--- config.mk ---
export PLATFORM = sky130hd
export DESIGN_NAME = positional_insert_queue_unit
export DESIGN_NICKNAME = d
export VERILOG_FILES = /design/src/rtl/core/piq_pkg.sv /design/src/rtl/core/piq_ctrl.sv /design/src/rtl/core/piq_dp.sv /design/src/rtl/core/positional_insert_queue_unit.sv
export SDC_FILE = /design/constraint.sdc
export NUM_CORES = 2
export LEC_CHECK = 0
export BUFFER_PORTS_ARGS = -buffer_cell sky130_fd_sc_hd__buf_2
export CORE_UTILIZATION = 40
export CTS_CLUSTER_DIAMETER = 80
export CTS_CLUSTER_SIZE = 25
export DETAILED_ROUTE_END_ITERATION = 10
export PLACE_DENSITY = 0.6
export SYNTH_ARGS = -nofsm -noshare
export SYNTH_HDL_FRONTEND = slang
export SYNTH_SLANG_ARGS = --single-unit
export TNS_END_PERCENT = 1
--- constraint.sdc ---
create_clock -name clk -period 7.6 [get_ports clk]
set_input_delay 1.52 -clock clk [delete_from_list [all_inputs] [get_ports clk]]
set_output_delay 1.52 -clock clk [all_outputs]
set_load 0.05 [all_outputs]
--- src/rtl/core/piq_pkg.sv ---
`timescale 1ns / 1ps

package piq_pkg;

  localparam int DEPTH = 16;
  localparam int CNT_W = $clog2(DEPTH + 1);
  localparam int IDX_W = $clog2(DEPTH);
  localparam int CMP_W = CNT_W + 8;
  localparam int OCC_W = 5;

  typedef enum logic [1:0] {
    KIND_APPEND = 2'd0,
    KIND_INSERT = 2'd1,
    KIND_POP    = 2'd2
  } kind_t;

  typedef enum logic [1:0] {
    ST_OK        = 2'd0,
    ST_FULL      = 2'd1,
    ST_BAD_POS   = 2'd2,
    ST_POP_EMPTY = 2'd3
  } status_t;

  typedef struct packed {
    logic [1:0]  kind;
    logic [31:0] name_id;
    logic [7:0]  position;
    logic [3:0]  term;
  } piq_in_t;

  typedef struct packed {
    logic        pop_valid;
    logic [31:0] pop_name_id;
    logic [7:0]  pop_position;
    logic [3:0]  pop_term;
    logic [4:0]  occupancy;
    logic        is_empty;
    logic [1:0]  status;
  } piq_out_t;

  typedef struct packed {
    logic [31:0] name_id;
    logic [7:0]  position;
    logic [3:0]  term;
  } piq_rec_t;

  typedef struct packed {
    logic load;
    logic exec;
  } piq_ctrl_t;

endpackage

--- src/rtl/core/piq_ctrl.sv ---
`timescale 1ns / 1ps

module piq_ctrl
  import piq_pkg::*;
(
  input  logic      clk,
  input  logic      rst,
  input  logic      start,
  output logic      busy,
  output logic      done,
  output piq_ctrl_t ctrl
);

  typedef enum logic {
    S_IDLE,
    S_EXEC
  } state_t;

  state_t state;

  always_comb begin
    ctrl.load = start && (state == S_IDLE);
    ctrl.exec = (state == S_EXEC);
  end

  always_ff @(posedge clk) begin
    if (rst) begin
      state <= S_IDLE;
      busy  <= 1'b0;
      done  <= 1'b0;
    end else begin
      unique case (state)
        S_IDLE: begin
          done <= 1'b0;
          if (start) begin
            state <= S_EXEC;
            busy  <= 1'b1;
          end
        end
        S_EXEC: begin
          state <= S_IDLE;
          busy  <= 1'b0;
          done  <= 1'b1;
        end
        default: begin
          state <= S_IDLE;
          busy  <= 1'b0;
          done  <= 1'b0;
        end
      endcase
    end
  end

endmodule

--- src/rtl/core/piq_dp.sv ---
`timescale 1ns / 1ps

module piq_dp
  import piq_pkg::*;
(
  input  logic      clk,
  input  logic      rst,
  input  piq_ctrl_t ctrl,
  input  piq_in_t   cmd,
  output piq_out_t  result
);

  piq_in_t          cmd_q;
  piq_rec_t         rec;
  piq_rec_t         slots [DEPTH];
  piq_rec_t         slot_prev [DEPTH];
  piq_rec_t         slot_after [DEPTH];
  logic [CNT_W-1:0] count;
  logic [CNT_W-1:0] count_next;
  logic [IDX_W-1:0] at;
  logic             full;
  logic             empty;
  logic             do_ins;
  logic             do_pop;
  status_t          status_next;

  assign rec = '{name_id: cmd_q.name_id, position: cmd_q.position, term: cmd_q.term};

  for (genvar g = 0; g < DEPTH; g++) begin : g_nbr
    if (g == 0) begin : g_first
      assign slot_prev[g] = rec;
    end else begin : g_rest
      assign slot_prev[g] = slots[g-1];
    end
    if (g == DEPTH - 1) begin : g_last
      assign slot_after[g] = slots[g];
    end else begin : g_mid
      assign slot_after[g] = slots[g+1];
    end
  end

  always_comb begin
    full        = (count == CNT_W'(DEPTH));
    empty       = (count == '0);
    do_ins      = 1'b0;
    do_pop      = 1'b0;
    at          = '0;
    status_next = ST_OK;
    case (cmd_q.kind)
      KIND_APPEND, KIND_INSERT: begin
        if (full) begin
          status_next = ST_FULL;
        end else if (cmd_q.kind == KIND_APPEND) begin
          do_ins = 1'b1;
          at     = IDX_W'(count);
        end else if (empty) begin
          do_ins = 1'b1;
        end else if (cmd_q.position == '0) begin
          status_next = ST_BAD_POS;
        end else if (CMP_W'(cmd_q.position) > CMP_W'(count)) begin
          do_ins = 1'b1;
          at     = IDX_W'(count);
        end else begin
          do_ins = 1'b1;
          at     = IDX_W'(cmd_q.position - 8'd1);
        end
      end
      KIND_POP: begin
        if (empty) begin
          status_next = ST_POP_EMPTY;
        end else begin
          do_pop = 1'b1;
        end
      end
      default: begin
        status_next = ST_OK;
      end
    endcase
    count_next = count;
    if (do_ins) begin
      count_next = count + CNT_W'(1);
    end else if (do_pop) begin
      count_next = count - CNT_W'(1);
    end
  end

  always_ff @(posedge clk) begin
    if (ctrl.load) begin
      cmd_q <= cmd;
    end
  end

  always_ff @(posedge clk) begin
    if (rst) begin
      count <= '0;
    end else if (ctrl.exec) begin
      count <= count_next;
    end
  end

  always_ff @(posedge clk) begin
    if (ctrl.exec) begin
      for (int i = 0; i < DEPTH; i++) begin
        if (do_ins) begin
          if (IDX_W'(i) == at) begin
            slots[i] <= rec;
          end else if (IDX_W'(i) > at) begin
            slots[i] <= slot_prev[i];
          end
        end else if (do_pop) begin
          slots[i] <= slot_after[i];
        end
      end
      result.pop_valid    <= do_pop;
      result.pop_name_id  <= do_pop ? slots[0].name_id : '0;
      result.pop_position <= do_pop ? slots[0].position : '0;
      result.pop_term     <= do_pop ? slots[0].term : '0;
      result.occupancy    <= OCC_W'(count_next);
      result.is_empty     <= (count_next == '0);
      result.status       <= status_next;
    end
  end

endmodule

--- src/rtl/core/positional_insert_queue_unit.sv ---
`timescale 1ns / 1ps

// Ordered record queue with append, positional insert and head pop. A
// command is taken when start is high and busy is low; it is first
// captured into the command register, then the slot shift register keeps,
// shifts or loads every slot at once. Its result appears on result, marked
// by done, which is high for exactly one cycle, in the cycle busy falls;
// the receiver cannot stall it, so sample result whenever done is high.
// A new command may be started in that same cycle. Every command yields
// exactly one result transaction carrying occupancy, empty flag and status.
module positional_insert_queue_unit
  import piq_pkg::*;
(
  input  logic     clk,
  input  logic     rst,
  input  logic     start,
  output logic     busy,
  input  piq_in_t  cmd,
  output logic     done,
  output piq_out_t result
);

  piq_ctrl_t ctrl;

  piq_ctrl u_ctrl (
    .clk   (clk),
    .rst   (rst),
    .start (start),
    .busy  (busy),
    .done  (done),
    .ctrl  (ctrl)
  );

  piq_dp u_dp (
    .clk    (clk),
    .rst    (rst),
    .ctrl   (ctrl),
    .cmd    (cmd),
    .result (result)
  );

  a_accept_busy: assert property (@(posedge clk) disable iff (rst)
    (start && !busy) |=> busy)
    else $error("accepted command did not raise busy");

  a_busy_done: assert property (@(posedge clk) disable iff (rst)
    busy |=> (done && !busy))
    else $error("command did not complete in one execute cycle");

  a_pop_ok: assert property (@(posedge clk) disable iff (rst)
    (done && result.pop_valid) |-> (result.status == ST_OK))
    else $error("popped record reported with error status");

  a_pop_empty: assert property (@(posedge clk) disable iff (rst)
    (done && (result.status == ST_POP_EMPTY)) |-> (result.is_empty && !result.pop_valid))
    else $error("pop on empty with records held");

endmodule

==> flow_metrics.py <==
metrics = {
    "outcome": {
        "outcome": "finished, violations left",
        "failed_checks": "design-rule violations",
    },
    "placement": {
        "portBuffers": 103,
        "placed_area_mm2": 0.0399,
        "finalWeightedCongestion": 0.829,
        "dp_hpwl_mm": 61.6,
        "dpl_worst_slack_ps": 2010,
    },
    "clock_tree": {
        "cts_buffer_depth": 3,
        "cts_hold_buf": 0,
        "htreeDepth": 2,
        "clk_pin_slew_worst_paths_ps": 100,
        "cts.sinks": 811,
        "cts_tree": "done",
        "cts-buffers-inserted": 46,
        "post_cts_resized": 0,
        "post_cts_buffers": 0,
        "root_buffer": "clkbuf_16",
        "insertion_delay_ps": 640,
    },
    "floorplan": {
        "die_h_um": 311,
        "fp.dieArea_mm2": 0.0970,
        "rows": 113,
        "coreArea_mm2": 0.0949,
        "ios": 104,
        "initial_core_util": 0.404,
        "die_w_um": 311,
    },
    "run": {
        "maxCapViolations": 0,
    },
    "hold_path": {
        "min_from": "u_ctrl.busy",
        "min_path_type": "flop to flop",
    },
    "finish": {
        "fin_area_mm2": 0.0415,
        "final_cell_mix": "nand2_1 (803), edfxtp_1 (803), nor2_1 (190)",
        "diodes": 0,
        "area_growth_pct": 8.46,
        "drive_gt1_frac": 0.0986,
        "nNetsFinal": 3345,
    },
    "global_route": {
        "grt_max_degree": 248,
        "grt_pass1_vias": 26500,
        "grt_pass1_wl_mm": 167,
        "grt_overflow_total": 0,
        "grt_use_total": 0.224,
        "grt_antenna_before_repair": 1,
    },
    "critical_path": {
        "cp_max_fo": 56,
        "path_class": "flop to flop",
        "critPathLaunchType": "flop",
        "cp-end-kind": "flop",
        "crit_arrival_ps": 5850,
        "required_ps": 7910,
        "reg2reg_from": "u_dp.count[1]",
        "crit_start": "u_dp.count[1]",
    },
    "timing": {
        "fin_ws_ps": 2060,
        "hold_slack_ps": 495,
        "final_max_slew_viol_count": 0,
        "fin_crit_ps": 5540,
        "timing.slew.headroom": 0.171,
        "worst_slew_pin_slew_ps": 1240,
        "rsz0062_at_grt": "false",
        "hold_viol": 0,
        "setup_viol": 0,
        "fin_crit_sh": 0.728,
        "fmax_mhz": 181,
        "fin_worst_skew_ps": 27.3,
    },
    "routing": {
        "drt-pass1-iter-count": 9,
        "ant_nets": 0,
        "wl_per_cell_um": 24.3,
        "vias": 27500,
        "drtIter0Drc": 3074,
        "via_per_inst": 6.00,
        "drc_errors": 2,
        "wl_mm": 111,
    },
    "power_and_ir_drop": {
        "peakVddDrop_v": 0.000166,
        "pwr_density_cell_mw_per_mm2": 224,
        "p_leak_nw": 14.1,
    },
    "synth": {
        "synth_area_leaders": "edfxtp_1 (63%), nand2_1 (7.9%), o211ai_1 (3.5%)",
        "avgSynthCellArea_um2": 11.3,
        "synth_ff_type": "edfxtp_1",
        "yosysWarnings": 0,
        "synthesis.area_mm2": 0.0383,
        "ys_seq_area_frac": 0.634,
        "ys_types": 60,
        "syn_nets": 3445,
        "netlist.top_cell.by_area": "edfxtp_1",
        "syn_inst": 3387,
        "yosysTopAreaCellShare": 0.630,
        "async_flop_share": 0,
        "ys_seq_elements": 811,
        "synth_edf_count": 803,
    },
}
## routing by layer
metal  track usage  share of wire
met5             0        0.00012
met4        0.0693          0.027
met3        0.0253          0.062
met2         0.374           0.48
met1         0.307           0.43
## report_power, final
part / internal [mW] / total [mW] / switching [mW]
combinational: 0.291 / 0.873 / 0.582
clock: 1.40 / 3.06 / 1.65
sequential: 5.22 / 5.38 / 0.157
total: 6.91 / 9.31 / 2.39
## critical path, stage by stage, from the launching register on
cell and delay [ps]:
dfxtp_1 370, inv_1 160, ha_1 230, nor4b_4 500, nor3_1 130, a21oi_2 330
nand2_1 390, inv_6 310, nand3_4 70, buf_4 420, or3_4 530, buf_4 450
o21ai_4 960, buf_12 290
## worst paths after layout
| check | to | slack (ps) | depth (start not counted) |
|---|---|---|---|
| setup reg to reg | u_dp.slots[0][39] | 2060 | 13 |
| setup / recovery | u_dp.slots[0][39] | 2060 | 13 |
| hold reg to reg | u_ctrl.busy | 500 | 2 |
| hold / removal | u_ctrl.busy | 500 | 2 |
## kinds of logic (layout without fill, tap and decap cells)
| family | after synthesis | count (layout) | share of synthesized area |
|---|---|---|---|
| multiplexers | 135 | 135 | 0.0367 |
| flip-flops | 811 | 811 | 0.634 |
| buffers and inverters | 320 | 250 | 0.0338 |
| adder cells (fa/ha/maj) | 9 | 9 | 0.00294 |
| AND/OR/NAND/NOR | 1179 | 1179 | 0.127 |
| AO/OA/AOI/OAI | 927 | 927 | 0.165 |
| XOR/XNOR | 6 | 6 | 0.00137 |
## sequential cells by signal (all words and copies together) (netlist names)
register      count
u_dp.count        5
u_dp.cmd_q       46
u_ctrl.busy       1
u_ctrl.done       1
u_dp.slots      704
u_dp.result      53
u_ctrl.state      1
## cell usage after synthesis, types with 4 or more instances
cell type,n
buf_6,4
o221ai_1,45
a211o_1,44
clkbuf_1,252
o211ai_1,177
inv_1,10
buf_1,11
a21oi_1,183
and3_1,44
and2_1,47
buf_4,5
nand3_1,52
nor2b_1,4
o21ai_0,139
buf_2,37
nand2_1,811
dfxtp_1,8
a22oi_1,45
mux2i_1,93
a221o_1,44
o22ai_1,44
ha_1,9
mux2_2,42
edfxtp_1,803
nor3_1,7
nor2_1,193
a211oi_1,6
a31oi_1,91
a22o_1,44
xnor2_1,6
a21o_1,46
## final cells by class
type	instances	area [um2]
fillers	8886	53300
clock inverters	27	400
well taps	1265	1580
inverters	11	46.3
clock buffers	51	1230
repair buffers	161	1030
multi-input cells	2256	13000
flip-flops and latches	811	24300
## per-stage QoR
step / TNS (ps) / utilization / total power [mW] / instances
floorplan: -47850 / - / 6.02 / 3387
global placement: 0 / 0.421 / 6.33 / 4504
detailed placement: 0 / 0.421 / 6.35 / 4504
CTS: 0 / 0.438 / 9.36 / 4582
global route: 0 / 0.438 / 9.59 / 4582
finish: 0 / 0.438 / 9.31 / 4582
(Power assumes the default switching activity.)
